## src/rtl/tes_pkg.sv

```systemverilog
package tes_pkg;

    localparam int COL_W         = 16;
    localparam int CHAR_W        = 8;
    localparam int CFG_W         = 7;
    localparam int CNT_W         = 3;
    localparam int IDX_W         = 2;
    localparam int REG_IDX_W     = 3;
    localparam int WIDTH_REGS    = 4;
    localparam int MAX_STOPS     = 4;
    localparam int MAX_TAB_WIDTH = 64;
    localparam int STOP_LIMIT    = (MAX_STOPS < WIDTH_REGS) ? MAX_STOPS : WIDTH_REGS;

    localparam logic [CHAR_W-1:0] CHAR_TAB      = 8'd9;
    localparam logic [CHAR_W-1:0] CHAR_SPACE    = 8'd32;
    localparam logic [CFG_W-1:0]  DEFAULT_WIDTH = 7'd4;
    localparam logic [CNT_W-1:0]  DEFAULT_COUNT = 3'd1;

    localparam logic [REG_IDX_W-1:0] REG_STOP_COUNT  = 3'd0;
    localparam logic [REG_IDX_W-1:0] REG_TAB_WIDTH_0 = 3'd1;
    localparam logic [REG_IDX_W-1:0] REG_TAB_WIDTH_1 = 3'd2;
    localparam logic [REG_IDX_W-1:0] REG_TAB_WIDTH_2 = 3'd3;
    localparam logic [REG_IDX_W-1:0] REG_TAB_WIDTH_3 = 3'd4;

    typedef struct packed {
        logic             start;
        logic [COL_W-1:0] dividend;
    } t_rem_req;

endpackage

```

## src/rtl/tab_expander_stop_list.sv

```systemverilog
// channel   signals                                        direction
// request   i_in_valid, o_in_stall, i_in_char, i_line_end   in
// result    o_out_valid, i_out_stall, o_out_char,           out
//           o_run_last, o_line_end_out
// config    i_cfg_we, i_cfg_index, i_cfg_data               in
// a plain byte goes straight to the output register, accepted when idle and the output register is free
// a tab loads the remainder unit, which takes one remainder bit a cycle over the 16 column
// bits; the remainder is then taken and its n spaces go out one a cycle while the output is not stalled
// reset is synchronous; no clearing pass
// a stalled output holds its result; no request is taken until it frees up
module tab_expander_stop_list #(
    parameter int MAX_TAB_WIDTH = tes_pkg::MAX_TAB_WIDTH
) (
    input  logic                              i_clk,
    input  logic                              i_rst_n,
    input  logic                              i_in_valid,
    output logic                              o_in_stall,
    input  logic [tes_pkg::CHAR_W-1:0]        i_in_char,
    input  logic                              i_line_end,
    output logic                              o_out_valid,
    input  logic                              i_out_stall,
    output logic [tes_pkg::CHAR_W-1:0]        o_out_char,
    output logic                              o_run_last,
    output logic                              o_line_end_out,
    input  logic                              i_cfg_we,
    input  logic [tes_pkg::REG_IDX_W-1:0]     i_cfg_index,
    input  logic [tes_pkg::CFG_W-1:0]         i_cfg_data
);

    localparam int DIV_W = $clog2(MAX_TAB_WIDTH + 1);

    typedef enum logic [1:0] {
        S_IDLE,
        S_DIV,
        S_EMIT
    } t_state;

    t_state                           r_state;
    logic [tes_pkg::CNT_W-1:0]        r_stop_count;
    logic [tes_pkg::CFG_W-1:0]        r_tab_width [tes_pkg::WIDTH_REGS];
    logic [tes_pkg::COL_W-1:0]        r_column;
    logic [tes_pkg::IDX_W-1:0]        r_stop_index;
    logic [DIV_W-1:0]                 r_width;
    logic [DIV_W-1:0]                 r_left;
    logic                             r_eol;
    logic                             r_out_valid;
    logic [tes_pkg::CHAR_W-1:0]       r_out_char;
    logic                             r_run_last;
    logic                             r_line_end_out;

    logic                             out_free;
    logic                             in_accept;
    logic                             is_tab;
    logic [tes_pkg::CNT_W-1:0]        live_count;
    logic [tes_pkg::IDX_W-1:0]        use_index;
    logic [tes_pkg::IDX_W-1:0]        next_index;
    logic [tes_pkg::CFG_W-1:0]        raw_width;
    logic [DIV_W-1:0]                 live_width;
    logic [DIV_W-1:0]                 space_count;
    logic [DIV_W-1:0]                 rem;
    logic                             rem_done;
    tes_pkg::t_rem_req                rem_req;

    assign out_free   = !r_out_valid || !i_out_stall;
    assign o_in_stall = !((r_state == S_IDLE) && out_free);
    assign in_accept  = i_in_valid && !o_in_stall;
    assign is_tab     = (i_in_char == tes_pkg::CHAR_TAB);

    always_comb begin
        if (r_stop_count == '0) begin
            live_count = tes_pkg::CNT_W'(1);
        end else if (r_stop_count > tes_pkg::CNT_W'(tes_pkg::STOP_LIMIT)) begin
            live_count = tes_pkg::CNT_W'(tes_pkg::STOP_LIMIT);
        end else begin
            live_count = r_stop_count;
        end

        if ({1'b0, r_stop_index} >= live_count) begin
            use_index = '0;
        end else begin
            use_index = r_stop_index;
        end

        if (({1'b0, use_index} + 1'b1) >= live_count) begin
            next_index = '0;
        end else begin
            next_index = use_index + 1'b1;
        end

        raw_width = r_tab_width[use_index];
        if (raw_width == '0) begin
            live_width = DIV_W'(1);
        end else if (raw_width > tes_pkg::CFG_W'(MAX_TAB_WIDTH)) begin
            live_width = DIV_W'(MAX_TAB_WIDTH);
        end else begin
            live_width = DIV_W'(raw_width);
        end

        rem_req.start    = in_accept && is_tab;
        rem_req.dividend = r_column;
        space_count      = r_width - rem;
    end

    tes_rem_unit #(
        .DIV_W(DIV_W)
    ) u_rem (
        .i_clk    (i_clk),
        .i_rst_n  (i_rst_n),
        .i_req    (rem_req),
        .i_divisor(live_width),
        .o_done   (rem_done),
        .o_rem    (rem)
    );

    // configuration registers
    always_ff @(posedge i_clk) begin
        if (!i_rst_n) begin
            r_stop_count <= tes_pkg::DEFAULT_COUNT;
            for (int i = 0; i < tes_pkg::WIDTH_REGS; i++) begin
                r_tab_width[i] <= tes_pkg::DEFAULT_WIDTH;
            end
        end else if (i_cfg_we) begin
            unique case (i_cfg_index)
                tes_pkg::REG_STOP_COUNT: begin
                    r_stop_count <= i_cfg_data[tes_pkg::CNT_W-1:0];
                end
                tes_pkg::REG_TAB_WIDTH_0: r_tab_width[0] <= i_cfg_data;
                tes_pkg::REG_TAB_WIDTH_1: r_tab_width[1] <= i_cfg_data;
                tes_pkg::REG_TAB_WIDTH_2: r_tab_width[2] <= i_cfg_data;
                tes_pkg::REG_TAB_WIDTH_3: r_tab_width[3] <= i_cfg_data;
                default: begin
                end
            endcase
        end
    end

    always_ff @(posedge i_clk) begin
        if (!i_rst_n) begin
            r_state      <= S_IDLE;
            r_column     <= '0;
            r_stop_index <= '0;
            r_out_valid  <= 1'b0;
            r_left       <= '0;
            r_eol        <= 1'b0;
        end else begin
            if (r_out_valid && !i_out_stall) begin
                r_out_valid <= 1'b0;
            end
            unique case (r_state)
                S_IDLE: begin
                    if (in_accept) begin
                        r_eol <= i_line_end;
                        if (is_tab) begin
                            r_width      <= live_width;
                            r_stop_index <= i_line_end ? '0 : next_index;
                            r_state      <= S_DIV;
                        end else begin
                            r_out_valid    <= 1'b1;
                            r_out_char     <= i_in_char;
                            r_run_last     <= 1'b1;
                            r_line_end_out <= i_line_end;
                            r_column       <= i_line_end ? '0 : r_column + 1'b1;
                            if (i_line_end) begin
                                r_stop_index <= '0;
                            end
                        end
                    end
                end
                S_DIV: begin
                    if (rem_done) begin
                        r_left   <= space_count;
                        r_column <= r_eol ? '0 : r_column + tes_pkg::COL_W'(space_count);
                        r_state  <= S_EMIT;
                    end
                end
                S_EMIT: begin
                    if (out_free) begin
                        r_out_valid    <= 1'b1;
                        r_out_char     <= tes_pkg::CHAR_SPACE;
                        r_run_last     <= (r_left == DIV_W'(1));
                        r_line_end_out <= r_eol && (r_left == DIV_W'(1));
                        r_left         <= r_left - 1'b1;
                        if (r_left == DIV_W'(1)) begin
                            r_state <= S_IDLE;
                        end
                    end
                end
                default: begin
                    r_state <= S_IDLE;
                end
            endcase
        end
    end

    assign o_out_valid    = r_out_valid;
    assign o_out_char     = r_out_char;
    assign o_run_last     = r_run_last;
    assign o_line_end_out = r_line_end_out;

    a_emit_left: assert property (@(posedge i_clk) disable iff (!i_rst_n)
        (r_state == S_EMIT) |-> (r_left != '0))
        else $error("space run empty while emitting");

    a_done_in_div: assert property (@(posedge i_clk) disable iff (!i_rst_n)
        rem_done |-> (r_state == S_DIV))
        else $error("remainder finished outside divide state");

    a_eol_last: assert property (@(posedge i_clk) disable iff (!i_rst_n)
        (r_out_valid && r_line_end_out) |-> r_run_last)
        else $error("line end flagged on a result that is not last");

    a_div_exit: assert property (@(posedge i_clk) disable iff (!i_rst_n)
        (r_state == S_DIV) |=> (r_state == S_DIV || r_state == S_EMIT))
        else $error("divide state left for an unexpected state");

endmodule

```

## src/rtl/tes_rem_unit.sv

```systemverilog
module tes_rem_unit #(
    parameter int DIV_W = 7
) (
    input  logic                       i_clk,
    input  logic                       i_rst_n,
    input  tes_pkg::t_rem_req          i_req,
    input  logic [DIV_W-1:0]           i_divisor,
    output logic                       o_done,
    output logic [DIV_W-1:0]           o_rem
);

    localparam int STEP_W = $clog2(tes_pkg::COL_W);

    logic                       r_busy;
    logic                       r_done;
    logic [STEP_W-1:0]          r_step;
    logic [tes_pkg::COL_W-1:0]  r_dividend;
    logic [DIV_W-1:0]           r_divisor;
    logic [DIV_W-1:0]           r_rem;
    logic [DIV_W:0]             shifted;
    logic [DIV_W-1:0]           n_rem;

    // one quotient bit a cycle, restoring
    always_comb begin
        shifted = {r_rem, r_dividend[tes_pkg::COL_W-1]};
        if (shifted >= {1'b0, r_divisor}) begin
            n_rem = DIV_W'(shifted - {1'b0, r_divisor});
        end else begin
            n_rem = shifted[DIV_W-1:0];
        end
    end

    always_ff @(posedge i_clk) begin
        if (!i_rst_n) begin
            r_busy <= 1'b0;
            r_done <= 1'b0;
            r_step <= '0;
        end else begin
            r_done <= 1'b0;
            if (i_req.start) begin
                r_busy     <= 1'b1;
                r_step     <= STEP_W'(tes_pkg::COL_W - 1);
                r_dividend <= i_req.dividend;
                r_divisor  <= i_divisor;
                r_rem      <= '0;
            end else if (r_busy) begin
                r_rem      <= n_rem;
                r_dividend <= {r_dividend[tes_pkg::COL_W-2:0], 1'b0};
                r_step     <= r_step - 1'b1;
                if (r_step == '0) begin
                    r_busy <= 1'b0;
                    r_done <= 1'b1;
                end
            end
        end
    end

    assign o_done = r_done;
    assign o_rem  = r_rem;

endmodule

```

## config.mk

```make
export PLATFORM = sky130hd
export DESIGN_NAME = tab_expander_stop_list
export DESIGN_NICKNAME = d
export VERILOG_FILES = /design/src/rtl/tes_pkg.sv /design/src/rtl/tab_expander_stop_list.sv /design/src/rtl/tes_rem_unit.sv
export SDC_FILE = /design/constraint.sdc
export NUM_CORES = 1
export LEC_CHECK = 0
export BUFFER_PORTS_ARGS = -buffer_cell sky130_fd_sc_hd__buf_2
export CORE_MARGIN = 2
export CORE_UTILIZATION = 50
export CTS_BUF_LIST = sky130_fd_sc_hd__clkbuf_4
export CTS_CLUSTER_SIZE = 10
export DETAILED_ROUTE_END_ITERATION = 6
export GPL_ROUTABILITY_DRIVEN = 1
export GPL_TIMING_DRIVEN = 0
export HOLD_SLACK_MARGIN = 0.1
export PLACE_DENSITY = 0.67
export SLEW_MARGIN = 25
export SYNTH_ARGS = -nofsm -noshare
export SYNTH_HDL_FRONTEND = slang
export SYNTH_HIERARCHICAL = 1
export SYNTH_SLANG_ARGS = --single-unit
export TNS_END_PERCENT = 1
```

## constraint.sdc

```tcl
create_clock -name i_clk -period 3.48 [get_ports i_clk]
set_input_delay 0.348 -clock i_clk [delete_from_list [all_inputs] [get_ports i_clk]]
set_output_delay 0.348 -clock i_clk [all_outputs]
set_load 0.005 [all_outputs]
```

# Yosys cells after proc, flatten, opt, wreduce, memory -nomap -nowiden
# Memory sizes are Yosys's and may differ from the RTL's.
# Index checks and enable logic that the tools add are counted.
dict set report classes {
  add_sub_neg 8
  n_lt_le_gt_ge 5
  n_eq_ne 14
  n_mux 72
  bitwise 6
  reduce_logical 30
}
# operator n
set op_table {}
lappend op_table {{$mux 16} 7}
lappend op_table {{$mux 7} 10}
lappend op_table {{$pmux 16 s2} 1}
lappend op_table {{$mux 1} 31}
lappend op_table {{$mux 8} 3}
lappend op_table {{$mux 2} 10}
lappend op_table {{$add 16x1->16 const B} 1}
lappend op_table {{$add 16x7->16} 1}
lappend op_table {{$pmux 8 s2} 1}
lappend op_table {{$pmux 7 s2} 1}
lappend op_table {{$sub 7x7->7} 2}
lappend op_table {{$ne 2x2->1 const B} 5}
lappend op_table {{$reduce_and 5->1} 2}
lappend op_table {{$reduce_bool 2->1} 5}
lappend op_table {{$eq 8x4->1 const B} 1}
lappend op_table {{$ge 8x7->1} 1}
lappend op_table {{$mux 4} 2}
lappend op_table {{$reduce_and 2->1} 4}
lappend op_table {{$reduce_and 4->1} 2}
lappend op_table {{$eq 7x1->1 const B} 1}
lappend op_table {{$gt 7x7->1 const B} 1}
lappend op_table {{$logic_not 7->1} 1}
lappend op_table {{$sub 7x1->7 const B} 1}
lappend op_table {{$eq 3x2->1 const B} 2}
lappend op_table {{other kinds (24)} 39}
dict set report totals {
  ff_bits 85
  mem_bits_rw 28
  in_bits 24
  out_inout_bits 12
  wordCells 153
  n_memories 1
}
# memory depth width read_ports rd_ports_with_merged_regs wr line
set memory_table {}
lappend memory_table {r_tab_width 4 7 1 0 4 tab_expander_stop_list.sv:40} ;# logic [tes_pkg::CFG_W-1:0] r_tab_width [tes_pkg::WIDTH_REGS];

# Longest topological paths before layout
dict set report logic_depth {
  ltp_word 10
  ltp_mapped 17
  mapped_depth_nobuf 17
}

# Modules after synthesis
# Netlist, hierarchy kept.
# mod n_inst cells_each area_per_inst_um2
set by_module_without_submodules {}
lappend by_module_without_submodules {tab_expander_stop_list 1 518 4723.3}
lappend by_module_without_submodules {tes_rem_unit 1 142 1808.0}

# Worst setup path before layout
# No wires, ideal clock.
dict set report synth_timing {
  path_type {reg-to-reg}
  start {register u_rem.r_rem[0], in the netlist u_rem/o_rem[0]}
  end {register r_column[15] (netlist bit)}
  setup_time_ns 0.058
  arrival_time_ns 3.238
  required_time_ns 3.422
  setup_slack_ns 0.183
  stages_incl_launch_ff 17
  path_buffers 0
  period_less_slack_ns 3.297
  cell_sequence {edfxtp_1 ha_1 inv_1 fa_1 a21o_1 a21oi_1 nor2b_1 or2_0 a21oi_1 xnor2_1 ha_1 nand2_1 o21ai_0 nand2_1 or3_1 a21oi_1 o221a_2}
}
dict set report synth_via {
  elab_chain_len 5
}
# element line
set synth_rtl {}
lappend synth_rtl {{start, declared} tes_rem_unit.sv:19} ;# logic [DIV_W-1:0] r_rem;
lappend synth_rtl {{start signal, assigned} tes_rem_unit.sv:47} ;# r_rem <= n_rem;
lappend synth_rtl {{$sub 7x7->7} tab_expander_stop_list.sv:101} ;# space_count = r_width - rem;
lappend synth_rtl {{$add 16x7->16} tab_expander_stop_list.sv:172} ;# r_column <= r_eol ? '0 : r_column + tes_pkg::COL_W'(space_count);
lappend synth_rtl {{$mux 16} tab_expander_stop_list.sv:172}
lappend synth_rtl {{$mux 16} tab_expander_stop_list.sv:170} ;# if (rem_done) begin
lappend synth_rtl {{$pmux 16 s2} tab_expander_stop_list.sv:149} ;# unique case (r_state)
lappend synth_rtl {{end signal, assigned} tab_expander_stop_list.sv:162} ;# r_column <= i_line_end ? '0 : r_column + 1'b1;
lappend synth_rtl {{end signal, assigned} tab_expander_stop_list.sv:172}
lappend synth_rtl {{end, declared} tab_expander_stop_list.sv:41} ;# logic [tes_pkg::COL_W-1:0] r_column;
# No other way between the ends. The select of a mux whose other input is x is not followed.
# A chain may end at the register's enable or synchronous reset.

# Final worst setup path
dict set report layout_timing {
  start {register r_width[0]}
  end {register r_column[14] (netlist bit)}
}
dict set report layout_via {
  elab_chain_len 5
}
# element line
set layout_rtl {}
lappend layout_rtl {{start, declared} tab_expander_stop_list.sv:43} ;# logic [DIV_W-1:0] r_width;
lappend layout_rtl {{start signal, assigned} tab_expander_stop_list.sv:154} ;# r_width <= live_width;
lappend layout_rtl {{$sub 7x7->7} tab_expander_stop_list.sv:101}
lappend layout_rtl {{$add 16x7->16} tab_expander_stop_list.sv:172}
lappend layout_rtl {{$mux 16} tab_expander_stop_list.sv:172}
lappend layout_rtl {{$mux 16} tab_expander_stop_list.sv:170}
lappend layout_rtl {{$pmux 16 s2} tab_expander_stop_list.sv:149}
# No other way between the ends. The select of a mux whose other input is x is not followed.

==> flow_metrics.py <==
metrics = {
    "sta": {
        "drv_slew": 0,
        "worst_slack_ps": 123.2,
        "skew_ps": 17.92,
        "fin_crit_sh_pct": 96.46,
        "finalCriticalPeriod_ps": 3357,
        "rsz0062_at_grt": "true",
        "tightest_slew_ps": 1016,
        "fin_setup_tns_ps": 0,
        "timing.slew.headroom_pct": 31.67,
        "final-setup-viol-count": 0,
        "max_freq_ghz": 0.2979,
        "hold_viol": 0,
    },
    "global_route": {
        "grt_usage_pct": 23.31,
        "grt_max_degree": 25,
        "grt_pass1_wl_um": 25810,
        "grt_overflow": 0,
        "grt_antenna_before_repair": 0,
        "first_global_vias": 5115,
    },
    "worst_hold_path": {
        "hp-start": "i_cfg_data[3]",
        "hp-class": "in -> reg",
        "min_to": "r_tab_width[3][3]",
        "holdPathStages": 2,
    },
    "worst_setup_path": {
        "endpoint_kind": "register",
        "rr_endpoint": "r_column[14]",
        "crit_path_start_kind": "register",
        "worst_ep_required_time_ps": 3910,
        "arrival_ps": 3790,
        "r2r-start": "r_width[0]",
        "r2r_slack_ps": 120,
        "worstSetupPathType": "reg -> reg",
        "crit_path_max_fanout": 4,
        "r2r_cells": 17,
    },
    "cts": {
        "clkTransAtPathRegs_ps": 120,
        "insertion_delay_ps": 560,
        "clockBufferDepth": 2,
        "cts_tree": "done",
        "cts_buffers": 17,
        "ctsRootBufferMaster": "clkbuf_4",
        "cts_sinks": 113,
        "cts.htree.levels": 4,
    },
    "yosys": {
        "synth_area_um2": 6531,
        "synth-async-reset-ratio_pct": 0,
        "synth_area_leaders": "edfxtp_1 (34%), dfxtp_1 (12%), ha_1 (5.9%), o21ai_0 (3.5%), a21oi_1 (3.3%)",
        "synth_top_area_share_pct": 34.48,
        "synth_edf_count": 75,
        "synth_fp_nets": 718,
        "ys_types": 76,
        "synth_top_area_cell": "edfxtp_1",
        "synth_compound_area_share_pct": 17.66,
        "synthAdderAreaFrac_pct": 6.858,
        "synthFlopType": "edfxtp_1",
        "synthXorXnorAreaFrac_pct": 1.743,
        "postSynthCellCount": 660,
        "synth_seq_area_share_pct": 46.13,
        "synth.area.mux_share_pct": 4.808,
        "ys_warn_count": 6,
        "synth-simple-area-share_pct": 18.43,
        "synth_top_family_by_area": "simple AND/OR/NAND/NOR gates",
        "syn_area_per_cell_um2": 9.896,
        "ys_ff_latch": 113,
    },
    "floorplan": {
        "rows": 41,
        "start_util_pct": 51.55,
        "ioPinCount": 36,
        "die_y_um": 118.3,
        "fp.coreArea_um2": 12670,
        "die_w_um": 118.3,
        "die_area_um2": 13990,
    },
    "placement": {
        "dpl.cell_count": 867,
        "port_buffers": 35,
        "gp_congestion": 0.8923,
        "place_ws_ps": -191.1,
        "dp_hpwl_um": 11630,
    },
    "layout": {
        "n_antenna_cell": 0,
        "area_growth_pct": 13.26,
        "stdcell_count": 915,
        "fin_nets": 788,
        "post-route-util_pct": 58.38,
        "drive_gt1_share_pct": 17.50,
    },
    "pwr": {
        "powerDensity_nw_per_um2": 350.0,
        "cellLeakagePower_uw": 0.002841,
        "ir_drop_v": 0.0003033,
    },
    "outcome": {
        "status": "complete, no violations",
    },
    "detailed_routing": {
        "totalWireLength_um": 15720,
        "dr.pass1.iters": 5,
        "remaining_drc_errors": 0,
        "avgViaCountPerCell": 5.768,
        "drt_iter0_drc": 491,
        "wl_per_cell_um": 17.18,
        "antenna_left": 0,
        "num_vias": 5278,
    },
    "flow_run": {
        "drv_cap": 0,
    },
}
critical path: stages, from the launching register on:
cell and delay, ps:
edfxtp_1 380, inv_1 70, ha_2 180, inv_1 50, fa_2 350, a21o_1 180
a21oi_2 180, nor2b_2 70, or2_1 240, a21oi_2 150, xnor2_1 80, ha_1 350
buf_4 140, nand3_1 70, a21o_1 230, nand2_1 90, a31oi_1 80, o41ai_1 360
sequential cells by signal, indices dropped and copies added, names as in the netlist:
name / flops
o_out_valid: 1
r_stop_count: 3
r_left: 7
r_column: 16
u_rem/o_rem: 7
r_stop_index: 2
u_rem/r_divisor: 7
u_rem/r_busy: 1
o_out_char: 8
r_state: 2
o_line_end_out: 1
r_width: 7
u_rem/r_step: 4
r_eol: 1
o_run_last: 1
u_rem/o_done: 1
r_tab_width: 28
u_rem/r_dividend: 16
through the flow:
| step | cell area (µm²) | power [µW] | hold WS, ps |
|---|---|---|---|
| 5_1_grt | 7397 | 2685 | 107.0 |
| 2_1_floorplan | 6531 | 1583 | 440.7 |
| 3_3_place_gp | 6922 | 1641 | 467.7 |
| 4_1_cts | 7357 | 2612 | 101.8 |
| 3_5_place_dp | 6927 | 1647 | 473.4 |
| 6_report | 7397 | 2589 | 140.0 |
cell usage after synthesis (11+ instances only):
master	n
nand3_1	11
edfxtp_1	75
a31oi_1	11
nand2b_1	11
mux2_2	16
nor3_1	11
nand2_1	55
inv_1	41
o21ai_0	46
ha_1	31
dfxtp_1	38
a21oi_1	43
mux2i_1	12
and2_1	34
nor2_1	49
cell usage in the layout (no fill, tap or decap), types with 5 or more instances in the layout:
cell / count
a21oi_1: 38
clkbuf_1: 9
nor3_1: 11
nor4_1: 10
o211ai_1: 7
edfxtp_1: 75
dlygate4sd3_1: 12
mux2_2: 16
mux2i_1: 12
dfxtp_1: 38
buf_2: 41
o21a_1: 9
a21oi_2: 5
buf_4: 8
a31oi_1: 11
and2_1: 34
nor2_1: 49
inv_1: 41
a22oi_1: 7
xnor2_1: 7
nand2_1: 55
and3_1: 7
xor2_1: 6
nand2b_1: 11
a21o_1: 6
clkbuf_4: 18
nor2b_1: 8
o21ai_0: 43
ha_1: 30
nand3_1: 10
or3_1: 5
a211oi_1: 9
metal layers:
metal  GRT usage, %  part of all wire, %
met4          8.358                  2.0
met5              0                    0
met3          5.068                  4.6
met1          29.93                   45
met2          38.73                   48
cell type report:
class                           instances  area [µm²]
Tap cell                              172       215.2
Inverter                               42       157.7
Multi-Input combinational cell        481        3274
Buffer                                 24       131.4
Clock inverter                         15       152.6
Timing Repair Buffer                   51       325.3
Sequential cell                       113        3013
Fill cell                            1105        5274
Clock buffer                           17       127.6
logic make-up after synthesis:
logic type      count (synthesis)
simple gates                  229
buf+inv                        66
mux                            29
fa+ha+maj                      34
compound gates                176
flops                         113
xor+xnor                       13
what timing repair did:
| item | 4_1_cts | 5_1_grt |
|---|---|---|
| resized for setup | 3 | 15 |
| hold endpoints to repair | 19 | 0 |
| pin swaps | 2 | 6 |
| setup buffers | 3 | 1 |
| setup endpoints to repair | 8 | 11 |
| hold buffers | 12 | 0 |
where the power goes:
part / internal [µW] / switching (µW) / total [µW]
registers: 1460 / 15.4 / 1470
logic: 61.7 / 94.9 / 157
clock network: 374 / 586 / 960
worst max-delay path by stage:
stage	to	slack [ps]	startpoint
5_1_grt	r_column[15]	-30	u_rem/o_rem[0]
2_1_floorplan	r_column[15]	180	u_rem/o_rem[0]
3_3_place_gp	r_column[15]	-150	u_rem/o_rem[0]
6_report	r_column[14]	120	r_width[0]
4_1_cts	r_column[15]	40	r_width[0]
3_5_place_dp	r_column[15]	-190	u_rem/o_rem[0]
(Power assumes the default switching activity.)
